### src/hw/rtl/lcdpkt_pkg.sv
`timescale 1ns / 1ps
// ---------------------------------------------------------------------------
// lcdpkt_pkg: shared types and constants for the LCD expander packet generator
// Word formats, request modes, register indexes and the init nibble table.
// ---------------------------------------------------------------------------
package lcdpkt_pkg;

   typedef enum logic [1:0] {
      MODE_COMMAND = 2'd0,
      MODE_CHAR    = 2'd1,
      MODE_CURSOR  = 2'd2,
      MODE_INIT    = 2'd3
   } mode_type;

   typedef struct packed {
      mode_type   mode;
      logic [7:0] value;
      logic [7:0] row;
      logic [7:0] column;
      logic       deep_clear;
   } req_type;

   typedef struct packed {
      logic [7:0] address_byte;
      logic [7:0] expander_byte;
      logic       last;
   } rsp_type;

   localparam int CSR_INDEX_W = 2;
   localparam int CSR_DATA_W  = 7;

   localparam logic [CSR_INDEX_W-1:0] CSR_LCD_ADDRESS     = 2'd0;
   localparam logic [CSR_INDEX_W-1:0] CSR_BACKLIGHT_ON    = 2'd1;
   localparam logic [CSR_INDEX_W-1:0] CSR_DISPLAY_PRESENT = 2'd2;

   localparam logic [6:0] RESET_LCD_ADDRESS     = 7'd39;
   localparam logic       RESET_BACKLIGHT_ON    = 1'b1;
   localparam logic       RESET_DISPLAY_PRESENT = 1'b1;

   // packet index within one request
   localparam int PKT_IDX_W = 5;
   localparam logic [PKT_IDX_W-1:0] LAST_IDX_BYTE       = 5'd3;
   localparam logic [PKT_IDX_W-1:0] LAST_IDX_INIT       = 5'd19;
   localparam logic [PKT_IDX_W-1:0] LAST_IDX_INIT_CLEAR = 5'd23;

   localparam logic [7:0] CMD_SET_DDRAM = 8'h80;

   function automatic logic [7:0] row_offset(input logic [1:0] r);
      logic [7:0] off;
      begin
         case (r)
            2'd0:    off = 8'h00;
            2'd1:    off = 8'h40;
            2'd2:    off = 8'h14;
            default: off = 8'h54;
         endcase
         return off;
      end
   endfunction

   // nibble n of the init sequence: reset nibbles 3,3,3,2 then
   // commands 0x28, 0x0C, 0x06, 0x01 high nibble first
   function automatic logic [3:0] init_nibble(input logic [3:0] n);
      logic [3:0] nib;
      begin
         case (n)
            4'd0, 4'd1, 4'd2: nib = 4'h3;
            4'd3:             nib = 4'h2;
            4'd4:             nib = 4'h2;
            4'd5:             nib = 4'h8;
            4'd6:             nib = 4'h0;
            4'd7:             nib = 4'hC;
            4'd8:             nib = 4'h0;
            4'd9:             nib = 4'h6;
            4'd10:            nib = 4'h0;
            4'd11:            nib = 4'h1;
            default:          nib = 4'h0;
         endcase
         return nib;
      end
   endfunction

endpackage

### src/hw/rtl/char_lcd_expander_packet_gen_unit.sv
`timescale 1ns / 1ps
// ---------------------------------------------------------------------------
// char_lcd_expander_packet_gen_unit: character LCD packet generator
// Turns LCD requests into address/expander byte packets for a 4-bit panel.
// ---------------------------------------------------------------------------
// Usage:
//   req_* takes one request word (command, character, cursor move or init).
//   rsp_* gives one packet word per unstalled cycle: address byte, expander
//   byte and a last flag on the final packet of the request. csr_* writes the
//   bus address, backlight bit and display-present bit; write only while idle.
// Sequencing: a taken request loads the sequencer registers, and each packet
//   passes through the output register. Command, character and cursor requests
//   give 4 packets; init gives 20, or 24 with deep_clear, and none when no
//   display is present. The sequencer issues one packet per cycle while the
//   output is not stalled; the next request is taken in the cycle its
//   predecessor's last packet moves into the output register, so packets
//   stream without gaps.
// Reset: clears the sequencer and output valid, and loads the register
//   defaults (address 39, backlight on, display present).
// Stall: rsp_stall holds the output word; the sequencer and req_stall wait.
// ---------------------------------------------------------------------------
module char_lcd_expander_packet_gen_unit
   import lcdpkt_pkg::*;
(
   input  logic                   clock,
   input  logic                   reset,
   input  logic                   req_valid,
   output logic                   req_stall,
   input  req_type                req_payload,
   output logic                   rsp_valid,
   input  logic                   rsp_stall,
   output rsp_type                rsp_payload,
   input  logic                   csr_we,
   input  logic [CSR_INDEX_W-1:0] csr_index,
   input  logic [CSR_DATA_W-1:0]  csr_wdata
);

   logic [6:0] lcd_address_ff;
   logic       backlight_on_ff;
   logic       display_present_ff;

   logic                 busy_ff, busy_in;
   logic [PKT_IDX_W-1:0] idx_ff, idx_in;
   logic [PKT_IDX_W-1:0] last_idx_ff, last_idx_in;
   logic                 is_init_ff, is_init_in;
   logic [7:0]           byte_ff, byte_in;
   logic                 rs_ff, rs_in;

   logic    rsp_valid_ff, rsp_valid_in;
   rsp_type rsp_payload_ff, rsp_payload_in;

   logic       out_free, issue, issue_last, accept, load;
   logic [1:0] row_sel;
   logic [7:0] cursor_pos;
   logic [3:0] nib;

   // configuration registers
   always_ff @(posedge clock) begin
      if (reset) begin
         lcd_address_ff     <= RESET_LCD_ADDRESS;
         backlight_on_ff    <= RESET_BACKLIGHT_ON;
         display_present_ff <= RESET_DISPLAY_PRESENT;
      end else if (csr_we) begin
         unique case (csr_index)
            CSR_LCD_ADDRESS:     lcd_address_ff     <= csr_wdata;
            CSR_BACKLIGHT_ON:    backlight_on_ff    <= csr_wdata[0];
            CSR_DISPLAY_PRESENT: display_present_ff <= csr_wdata[0];
            default: ;
         endcase
      end
   end

   always_comb begin
      out_free   = !rsp_valid_ff || !rsp_stall;
      issue      = busy_ff && out_free;
      issue_last = issue && (idx_ff == last_idx_ff);
      req_stall  = busy_ff && !issue_last;
      accept     = req_valid && !req_stall;
      // init without a display gives no packets: drop it
      load       = accept && !((req_payload.mode == MODE_INIT) && !display_present_ff);

      row_sel    = (req_payload.row >= 8'd4) ? 2'd3 : req_payload.row[1:0];
      cursor_pos = req_payload.column + row_offset(row_sel);

      busy_in     = busy_ff;
      idx_in      = idx_ff;
      last_idx_in = last_idx_ff;
      is_init_in  = is_init_ff;
      byte_in     = byte_ff;
      rs_in       = rs_ff;

      if (issue_last) begin
         busy_in = 1'b0;
      end else if (issue) begin
         idx_in = idx_ff + 1'b1;
      end

      if (load) begin
         busy_in    = 1'b1;
         idx_in     = '0;
         is_init_in = (req_payload.mode == MODE_INIT);
         rs_in      = (req_payload.mode == MODE_CHAR);
         if (req_payload.mode == MODE_CURSOR) begin
            byte_in = CMD_SET_DDRAM | cursor_pos;
         end else begin
            byte_in = req_payload.value;
         end
         if (req_payload.mode == MODE_INIT) begin
            last_idx_in = req_payload.deep_clear ? LAST_IDX_INIT_CLEAR : LAST_IDX_INIT;
         end else begin
            last_idx_in = LAST_IDX_BYTE;
         end
      end

      // two packets per nibble: enable high, then enable low
      if (is_init_ff) begin
         nib = init_nibble(idx_ff[PKT_IDX_W-1:1]);
      end else begin
         nib = idx_ff[1] ? byte_ff[3:0] : byte_ff[7:4];
      end

      rsp_valid_in   = rsp_valid_ff;
      rsp_payload_in = rsp_payload_ff;
      if (issue) begin
         rsp_valid_in                 = 1'b1;
         rsp_payload_in.address_byte  = {lcd_address_ff, 1'b0};
         rsp_payload_in.expander_byte = {nib, backlight_on_ff, ~idx_ff[0], 1'b0, rs_ff};
         rsp_payload_in.last          = (idx_ff == last_idx_ff);
      end else if (!rsp_stall) begin
         rsp_valid_in = 1'b0;
      end
   end

   always_ff @(posedge clock) begin
      if (reset) begin
         busy_ff      <= 1'b0;
         rsp_valid_ff <= 1'b0;
      end else begin
         busy_ff      <= busy_in;
         rsp_valid_ff <= rsp_valid_in;
      end
   end

   always_ff @(posedge clock) begin
      idx_ff         <= idx_in;
      last_idx_ff    <= last_idx_in;
      is_init_ff     <= is_init_in;
      byte_ff        <= byte_in;
      rs_ff          <= rs_in;
      rsp_payload_ff <= rsp_payload_in;
   end

   assign rsp_valid   = rsp_valid_ff;
   assign rsp_payload = rsp_payload_ff;

endmodule

### config.mk
export PLATFORM = sky130hd
export DESIGN_NAME = char_lcd_expander_packet_gen_unit
export DESIGN_NICKNAME = d
export VERILOG_FILES = /design/src/hw/rtl/lcdpkt_pkg.sv /design/src/hw/rtl/char_lcd_expander_packet_gen_unit.sv
export SDC_FILE = /design/constraint.sdc
export NUM_CORES = 1
export LEC_CHECK = 0
export BUFFER_PORTS_ARGS = -buffer_cell sky130_fd_sc_hd__buf_2
export CAP_MARGIN = 20
export CORE_UTILIZATION = 49
export DETAILED_ROUTE_END_ITERATION = 6
export HOLD_SLACK_MARGIN = 0.03
export PLACE_DENSITY = 0.76
export SYNTH_ARGS = -nofsm -noshare
export SYNTH_HDL_FRONTEND = slang
export SYNTH_SLANG_ARGS = --single-unit
### constraint.sdc
create_clock -name clock -period 3.5 [get_ports clock]
set_clock_uncertainty 0.1 [all_clocks]
set_input_delay 0.7 -clock clock [delete_from_list [all_inputs] [get_ports clock]]
set_output_delay 0.7 -clock clock [all_outputs]
set_load 0.02 [all_outputs]
Word level (Yosys, flattened, before mapping)
Memories as Yosys holds them, arrays and structs flattened. A register that Yosys moved wholly into a read port is not among the register bits.
Cells that the tools add are included.
{"block": "word_totals", "register_bits": 46, "mem_bits_ro": 64, "input_bits": 41, "out_inout_bits": 19, "word_cells": 61, "mem_count": 1}
{"block": "classes", "n_addsub": 2, "order_cmp": 1, "n_eq_ne": 9, "muxes": 12, "bitwise": 2, "n_reduce_logical": 20}
{"name": "(no name shown)", "depth": 16, "width": 4, "read_ports": 1, "rd_ports_with_merged_regs": 1, "write_ports": 0, "line": "lcdpkt_pkg.sv:66", "source": "case (n)"}
{"op": "7-bit case mux with 3 select lines", "count": 1}
{"op": "4-bit 2-to-1 mux", "count": 4}
{"op": "2-bit equality test, second input constant", "count": 4}
{"op": "8-bit by 3-bit >= comparator with 1-bit output, second input constant", "count": 1}
{"op": "2-bit AND reduction", "count": 4}
{"op": "7-bit adder", "count": 1}
{"op": "7-bit 2-to-1 mux", "count": 1}
{"op": "2-bit by 1-bit equality test with 1-bit output, second input constant", "count": 3}
{"op": "1-bit logical AND", "count": 6}
{"op": "1-bit logical NOT", "count": 6}
{"op": "5-bit by 1-bit adder with 5-bit output, second input constant", "count": 1}
{"op": "5-bit equality test", "count": 1}
{"op": "2-bit logical NOT", "count": 2}
{"op": "1-bit 2-to-1 mux", "count": 4}
{"op": "3-bit 2-to-1 mux", "count": 1}
{"op": "2-bit 2-to-1 mux", "count": 1}
{"op": "2-bit by 1-bit != test with 1-bit output, second input constant", "count": 1}
{"op": "1-bit inverter", "count": 2}
{"op": "2-bit nonzero test", "count": 1}
{"op": "1-bit logical OR", "count": 1}

Longest topological paths before layout
Gate-level depths: netlist of the first run.
{"block": "logic_depth", "word_depth": 10, "mapped_depth": 10, "mapped_depth_nobuf": 10}

Least setup slack after synthesis of the first run
OpenSTA, ideal clock, no wires.
{"block": "synth_timing", "kind": "input-to-reg", "startpoint": "in req_payload[16] (netlist bit)", "endpoint": "reg byte_ff[6] (data pin)", "setup_time_ps": 270, "t_arrival_ps": 2229, "t_required_ps": 3130, "setup_slack_ps": 901, "stages": 10, "path_buffers": 0, "path_cell_list": "nor4_1 > nand2_1 > or2_2 > ha_1 > ha_1 > a21oi_1 > nor2b_1 > xnor2_1 > xnor2_1 > o21ai_0"}
{"block": "synth_via", "elab_chain_len": 6, "elab_cells_between_ends": 8, "classes_between": "add/sub: 1; order compare: 1; eq/ne: 2; mux: 3; reduce/logical: 1"}
{"item": "start: declaration", "line": "char_lcd_expander_packet_gen_unit.sv:29", "source": "input req_type req_payload,"}
{"item": "8-bit by 3-bit >= comparator with 1-bit output (*)", "line": "char_lcd_expander_packet_gen_unit.sv:82", "source": "row_sel = (req_payload.row >= 8'd4) ? 2'd3 : req_payload.row[1:0];"}
{"item": "2-bit 2-to-1 mux (*)", "line": "char_lcd_expander_packet_gen_unit.sv:82"}
{"item": "2-bit equality test (tied with other cells)", "line": "lcdpkt_pkg.sv:51", "source": "case (r)"}
{"item": "7-bit case mux with 3 select lines (*)", "line": "lcdpkt_pkg.sv:51"}
{"item": "7-bit adder (*)", "line": "char_lcd_expander_packet_gen_unit.sv:83", "source": "cursor_pos = req_payload.column + row_offset(row_sel);"}
{"item": "7-bit 2-to-1 mux (*)", "line": "char_lcd_expander_packet_gen_unit.sv:103", "source": "if (req_payload.mode == MODE_CURSOR) begin"}
{"item": "end signal: assignment", "line": "char_lcd_expander_packet_gen_unit.sv:148", "source": "byte_ff <= byte_in;"}
{"item": "end: declaration", "line": "char_lcd_expander_packet_gen_unit.sv:46", "source": "logic [7:0] byte_ff, byte_in;"}
Every way passes the cells marked *; elsewhere a longest branch is shown, timed or not.
A chain may end at the register's enable or synchronous reset.

Final worst setup path of the first run
{"block": "layout_timing", "startpoint": "reg idx_ff[1]", "endpoint": "out req_stall"}
{"block": "layout_via", "elab_chain_len": 4}
{"item": "start: declaration", "line": "char_lcd_expander_packet_gen_unit.sv:43", "source": "logic [PKT_IDX_W-1:0] idx_ff, idx_in;"}
{"item": "start signal: assignment", "line": "char_lcd_expander_packet_gen_unit.sv:145", "source": "idx_ff <= idx_in;"}
{"item": "5-bit equality test", "line": "char_lcd_expander_packet_gen_unit.sv:76", "source": "issue_last = issue && (idx_ff == last_idx_ff);"}
{"item": "1-bit logical AND", "line": "char_lcd_expander_packet_gen_unit.sv:76"}
{"item": "1-bit logical NOT", "line": "char_lcd_expander_packet_gen_unit.sv:77", "source": "req_stall = busy_ff && !issue_last;"}
{"item": "1-bit logical AND", "line": "char_lcd_expander_packet_gen_unit.sv:77"}
{"item": "end: declaration", "line": "char_lcd_expander_packet_gen_unit.sv:28", "source": "output logic req_stall,"}
Every way passes these cells.

==> metrics.txt, run 1 <==
sequential element share of the synthesized area=59.17%; Critical Path End Type=output port; post-synthesis async set-or-reset flop share=0%; placement-stage worst setup slack=647.1 ps; time the final worst path needs with I/O delays and setup=3010 ps; prevailing post-synth register cell=sky130_fd_sc_hd__edfxtp_1; Setup Crit Path Kind=reg -> out; final setup fails=0; fraction of final layout cells with drive strength greater than 1=33.19%; Final Worst Setup Slack=490.3 ps; reg-to-reg slack, setup=slightly above 1000 ps; number of buffers inserted by port buffering=56; number of antenna cells inserted=0; buffers from clock root to sink, at most=2; total CTS buffers=5; Slowest-stage cell, CP=sky130_fd_sc_hd__dfxtp_1; detail-routed net length per standard cell=12.56 um; crit-path cells=ha_1 -> clkinv_1 -> nor4_4 -> a21oi_1 -> buf_2; maximum achievable frequency=332.3 MHz; Die Height=66.64 um; post-detailed-route DRC marker count=0; Cell variety after synth=46; wire length of the first global-routing pass=~5700 um; per-cell via count in the routed design=5.177; initial antenna violation count=0; vias after detailed routing=between 1000 and 1500; CP max FO=8; Floorplan Core Area=approximately 4000 um2; total setup buffers inserted after CTS=0; outcome=completed; data required time of the critical path=2700 ps; count of nets left with antenna violations after detail routing=0; cells resized by post-CTS repair=0; number of top-level pins=60; Post-CTS Hold Fix Bufs=0; Register Area=1211 um2; count of synthesis-stage warnings from yosys=0; Hold/Removal Path Class=reg -> reg; design area=between 2000 and 2500 um2; cell count after synthesis=171; initial cell density of the core=about half; critical path's largest stage delay=560 ps; post-detail-place hpwl=between 2000 and 3000 um; first-pass iteration count of the detailed router=4; clock slew seen by the registers of the worst setup and hold paths=roughly 80 ps; number of rows created at floorplan=23; delay-heaviest family, CP=flip-flops; die extent in x=66.64 um; die outline area=4440 um2; via count of the first global-routing pass=between 1000 and 1500; worst ir drop on vdd=between 0.2 and 0.25 mV; leakage power total=0.9825 nW; proportion of power drawn by the clock network=27.0%; summed instance area of the synthesized netlist=2047 um2; Max-Cap Viols=0; number of DRC markers after the initial detailed-route iteration=86; area occupied by multi-input gates=just under 800 um2; area added between synthesis and finish=20.29%; total length of routed wires=3541 um; Root Buffer Master=sky130_fd_sc_hd__clkbuf_8; Hold Fails Final Rpt=0; Net Sw Frac=25.06%; data arrival time at the worst-slack endpoint=2210 ps; area after detailed placement=2381 um2; switching power=approximately 0.28 mW; internal power=around 0.84 mW; routability congestion estimate from global placement=0.8297; Final TNS setup=0 ps; number of nets at the end of the flow=276; startpoint kind of the worst setup timing path=flop; clock latency on the worst-skew pair=290 ps; post-synthesis average cell area=11.97 um2; largest net degree at the start of global routing=18; number of H-tree levels=2; sum of overflow across all layers after global routing=0; number of pins with negative max-slew slack in the final report=0; number of clock sinks=47; fin crit share=approximately 86%; power share of the combinational group=14.7%; number of enable-type register cells in the synthesized netlist=27; setup repair after global routing missed its margin=no; count of buffering cells on the critical path with inverters included=2; sequential fraction of design power=58.3%; Power per Cell Area=455.2 nW/um2; TritonCTS clock tree=yes; final-layout fill cell count=346; number of synthesized register bits=47; overall global routing resource usage=17.35%
==> routing by layer <==
layer / GRT usage, % / part of all wire [%]
met5: 0 / 0
met4: 5.851 / 0.85
met3: 5.651 / 5.8
met2: 26.52 / 47
met1: 23.00 / 47
==> final cells by class <==
type                    instances  share of cell area [%]
clock buffers                   7                   3.100
multi-input cells             112                   31.76
inverters                       6                  0.9146
repair buffers                 59                   12.30
flip-flops and latches         47                   49.19
clock inverters                 1                  0.2033
well taps                      50                   2.541
==> kinds of logic after synthesis <==
family                   Yosys count  synth area share [%]
AO/OA/AOI/OAI                     32                 11.49
adder cells (fa/ha/maj)            4                 2.445
AND/OR/NAND/NOR                   53                 13.94
multiplexers                      12                 6.112
XOR/XNOR                           9                 3.851
other                              1                0.1832
buffers and inverters             13                 2.811
flip-flops                        47                 59.17
==> cells in the mapped netlist (2+ instances only) <==
| cell | number | share of area, % |
|---|---|---|
| sky130_fd_sc_hd__mux2_2 | 4 | 2.2 |
| sky130_fd_sc_hd__mux2i_1 | 8 | 3.9 |
| sky130_fd_sc_hd__o22a_1 | 2 | 0.86 |
| sky130_fd_sc_hd__inv_1 | 4 | 0.73 |
| sky130_fd_sc_hd__buf_4 | 2 | 0.73 |
| sky130_fd_sc_hd__nor2b_1 | 8 | 2.4 |
| sky130_fd_sc_hd__xnor2_1 | 5 | 2.1 |
| sky130_fd_sc_hd__edfxtp_1 | 27 | 40 |
| sky130_fd_sc_hd__dfxtp_1 | 20 | 20 |
| sky130_fd_sc_hd__nand2b_1 | 3 | 0.92 |
| sky130_fd_sc_hd__o21ai_0 | 9 | 2.2 |
| sky130_fd_sc_hd__xor2_1 | 4 | 1.7 |
| sky130_fd_sc_hd__a21oi_1 | 5 | 1.2 |
| sky130_fd_sc_hd__ha_1 | 4 | 2.4 |
| sky130_fd_sc_hd__nor2_1 | 12 | 2.2 |
| sky130_fd_sc_hd__a211o_1 | 5 | 2.1 |
| sky130_fd_sc_hd__clkbuf_1 | 4 | 0.73 |
| sky130_fd_sc_hd__nand2_1 | 14 | 2.6 |
| sky130_fd_sc_hd__nand3_1 | 4 | 0.98 |
==> per-stage QoR <==
stage / power, mW / utilization, % / hold slack, ps / cells
final: 1.121 / 61.56 / 326.8 / 282
after global routing: 1.176 / 61.56 / 328.9 / 282
after CTS: 1.134 / 61.56 / 324.5 / 282
after detailed placement: 0.8329 / 59.52 / 308.3 / 274
after global placement: 0.8266 / 59.52 / 303.8 / 274
after floorplan: 0.7737 / - / 300.3 / 172
==> state kept, by name, summed over array words and instances, names as in the netlist, named ones only <==
name and flops:
last_idx_ff 2, byte_ff 8, rs_ff 1, lcd_address_ff 7
backlight_on_ff 1, is_init_ff 1, rsp_valid 1, busy_ff 1
display_present_ff 1, rsp_payload 15, idx_ff 5
==> power by group through the flow <==
stage          sequential, mW  clock (mW)  combinational, mW
6_report                0.653       0.303              0.165
5_1_grt                 0.658       0.334              0.184
4_1_cts                 0.654       0.314              0.166
3_5_place_dp            0.666           0              0.166
3_3_place_gp            0.665           0              0.162
2_1_floorplan           0.667           0              0.106
==> final timing paths <==
kind,from,end,depth (start not counted)
max,idx_ff[1],req_stall,5
min,rs_ff,rsp_payload[1],0
max reg2reg,idx_ff[1],byte_ff[1],6
min reg2reg,rs_ff,rsp_payload[1],0
==> layout by cell type, fill, tap and decap left out, drive strengths merged, types with 2 or more instances in the layout <==
| cell type | n |
|---|---|
| mux2i | 8 |
| dfxtp | 20 |
| inv | 5 |
| o22a | 2 |
| ha | 4 |
| a21oi | 5 |
| nor2 | 13 |
| nor2b | 8 |
| a211o | 5 |
| o21ai | 10 |
| clkbuf | 7 |
| nand2b | 3 |
| clkinv | 2 |
| conb | 2 |
| xnor2 | 5 |
| nor4 | 2 |
| nand2 | 14 |
| edfxtp | 27 |
| mux2 | 4 |
| nand3 | 4 |
| buf | 59 |
| xor2 | 4 |
| and2 | 2 |
(Power assumes the default switching activity.)
==> run 2: changes to the inputs <==
PLACE_DENSITY = 0.84   (was 0.76)
==> run 2 against run 1 <==
Routed wire length grew 3.1%. Design area rose by 1.9%. Via count down 0.34%. Maximum frequency is 8.0% higher. Die area is the same. Flip-flop and latch count stayed put. Utilization grew 1.2 points. Cell count is 0.35% higher. Critical path type unchanged. Worst setup slack better by 220 ps. Critical endpoint unchanged. Clock-buffer cell count shrank 1. First-iteration DRC count unchanged. Largest power group unchanged. Clock power up 37%.
==> metrics.txt, run 2 (synthesized netlist as in run 1, its figures left out) <==
number of H-tree levels=2 (unchanged); Root Buffer Master=sky130_fd_sc_hd__clkbuf_8 (unchanged); Max-Cap Viols=0 (unchanged); largest net degree at the start of global routing=16 (was 18); outcome=completed (unchanged); die outline area=4440 um2 (unchanged); die extent in x=66.64 um (unchanged); number of rows created at floorplan=23 (unchanged); post-detail-place hpwl=2781 um (was 2628 um); total length of routed wires=3651 um (was 3541 um); Die Height=66.64 um (unchanged); placement-stage worst setup slack=674.5 ps (was 647.1 ps); maximum achievable frequency=358.8 MHz (was 332.3 MHz); number of DRC markers after the initial detailed-route iteration=86 (unchanged); post-detailed-route DRC marker count=0 (unchanged); overall global routing resource usage=18.03% (was 17.35%); number of buffers inserted by port buffering=56 (unchanged); setup repair after global routing missed its margin=no (unchanged); area after detailed placement=2389 um2 (was 2381 um2); per-cell via count in the routed design=5.141 (was 5.177); time the final worst path needs with I/O delays and setup=2787 ps (was 3010 ps); fin crit share=79.63% (was 85.99%); Final TNS setup=0 ps (unchanged); vias after detailed routing=1455 (was 1460); leakage power total=1.007 nW (was 0.9825 nW); initial cell density of the core=51.17% (unchanged); Hold Fails Final Rpt=0 (unchanged); final setup fails=0 (unchanged); slew margin rel.=between 50% and 60%; via count of the first global-routing pass=1352 (was 1277); total setup buffers inserted after CTS=0 (unchanged); clock slew seen by the registers of the worst setup and hold paths=80 ps (about the same); startpoint kind of the worst setup timing path=flop (unchanged); Largest register FFs=15 (unchanged); area added between synthesis and finish=22.62% (was 20.29%); startpoint of the tightest hold check path=rs_ff (unchanged); reg-to-reg slack, setup=930 ps (was 1010 ps); clock latency on the worst-skew pair=300 ps (was 290 ps); Setup Crit Path Kind=reg -> out (unchanged); TritonCTS clock tree=yes (unchanged); commonest cells after routing, fill and taps aside=sky130_fd_sc_hd__buf_2, sky130_fd_sc_hd__edfxtp_1, sky130_fd_sc_hd__dfxtp_1 (unchanged); Post-CTS Hold Fix Bufs=0 (unchanged); number of top-level pins=60 (unchanged); Floorplan Core Area=4000 um2 (unchanged); critical path's largest stage delay=480 ps (was 560 ps); CP max FO=8 (unchanged); data required time of the critical path=2700 ps (about the same); worst reg2reg startpoint=idx_ff[0] (was idx_ff[1]); buffers from clock root to sink, at most=2 (unchanged); first-pass iteration count of the detailed router=4 (unchanged); number of pins with negative max-slew slack in the final report=0 (unchanged); number of clock sinks=47 (unchanged); fraction of final layout cells with drive strength greater than 1=34.33% (was 33.19%); measured slew at the worst slew-check pin=636.3 ps; Hold/Removal Path Class=reg -> reg (unchanged); detail-routed net length per standard cell=12.90 um (was 12.56 um); routability congestion estimate from global placement=0.8372 (was 0.8297); Slowest-stage cell, CP=sky130_fd_sc_hd__nor4_4 (was sky130_fd_sc_hd__dfxtp_1); count of nets left with antenna violations after detail routing=0 (unchanged); design area=2510 um2 (was 2462 um2); number of nets at the end of the flow=277 (was 276); wire length of the first global-routing pass=5761 um (was 5713 um); sum of overflow across all layers after global routing=0 (unchanged); Final Worst Setup Slack=713.1 ps (was 490.3 ps); total CTS buffers=5 (unchanged); Critical Path End Type=output port (unchanged); data arrival time at the worst-slack endpoint=1990 ps (was 2210 ps); initial antenna violation count=0 (unchanged); number of antenna cells inserted=0 (unchanged); crit-path cells=ha_1 -> clkinv_1 -> nor4_4 -> a21oi_1 -> buf_2 (unchanged); Power per Cell Area=493.7 nW/um2 (was 455.2 nW/um2); worst ir drop on vdd=0.2146 mV (was 0.2373 mV); most common cell after layout, fill and taps aside=sky130_fd_sc_hd__buf_2 (unchanged); cells resized by post-CTS repair=0 (unchanged); launch point of the critical path=idx_ff[0] (was idx_ff[1])
==> run 2: cell types whose count changed in the layout (fill, tap and decap cells not counted), sizes merged <==
cell	previous run	this run
clkbuf	7	6
inv	5	6
bufinv	0	1
buf	59	60
clkinv	2	1
==> run 2: metrics by stage <==
step	hold WS (ps)	util (%)	total power, mW	cells
after floorplan	300.3	-	0.7737	172
after global placement	303.4	59.71	0.8303	275
after detailed placement	308.8	59.71	0.8387	275
after CTS	329.9	62.75	1.255	283
after global routing	333.8	62.75	1.297	283
final	328.4	62.75	1.239	283
==> run 2: critical path: cells and delay by family, from the launching register on <==
kind	cells	cell delay, ps
DFF	1	400
buffers and inverters	2	360
adders and majority gates	1	220
AOI/OAI and AO/OA	1	230
and+or+nand+nor	1	480
==> run 2: where the power goes <==
group	total (mW)	switching (mW)	leakage (nW)	internal (mW)
Clock	0.416	0.181	0.0618	0.235
Sequential	0.643	0.0170	0.412	0.626
Combinational	0.181	0.102	0.533	0.0782
==> run 2: area by class of cell <==
type | instances | area [um2]
Clock buffer | 6 | 82.58
Clock inverter | 2 | 38.79
Fill cell | 327 | 1490
Inverter | 6 | 22.52
Multi-Input combinational cell | 112 | 782.0
Sequential cell | 47 | 1211
Tap cell | 50 | 62.56
Timing Repair Buffer | 60 | 310.3
==> run 2: path summary, 6_finish.rpt <==
| check | to | cells after the start |
|---|---|---|
| max | req_stall | 5 |
| min | rsp_payload[1] | 0 |
| max reg2reg | flop | 7 |
| min reg2reg | rsp_payload[1] | 0 |
==> run 2: metal layers <==
layer | GRT usage, % | up-vias | routed length (um)
li1 | - | 735 | -
met1 | 19.43 | 668 | 1448
met2 | 32.45 | 48 | 1979
met3 | 5.137 | 4 | 186
met4 | 7.713 | 0 | 37
met5 | 0 | - | 0
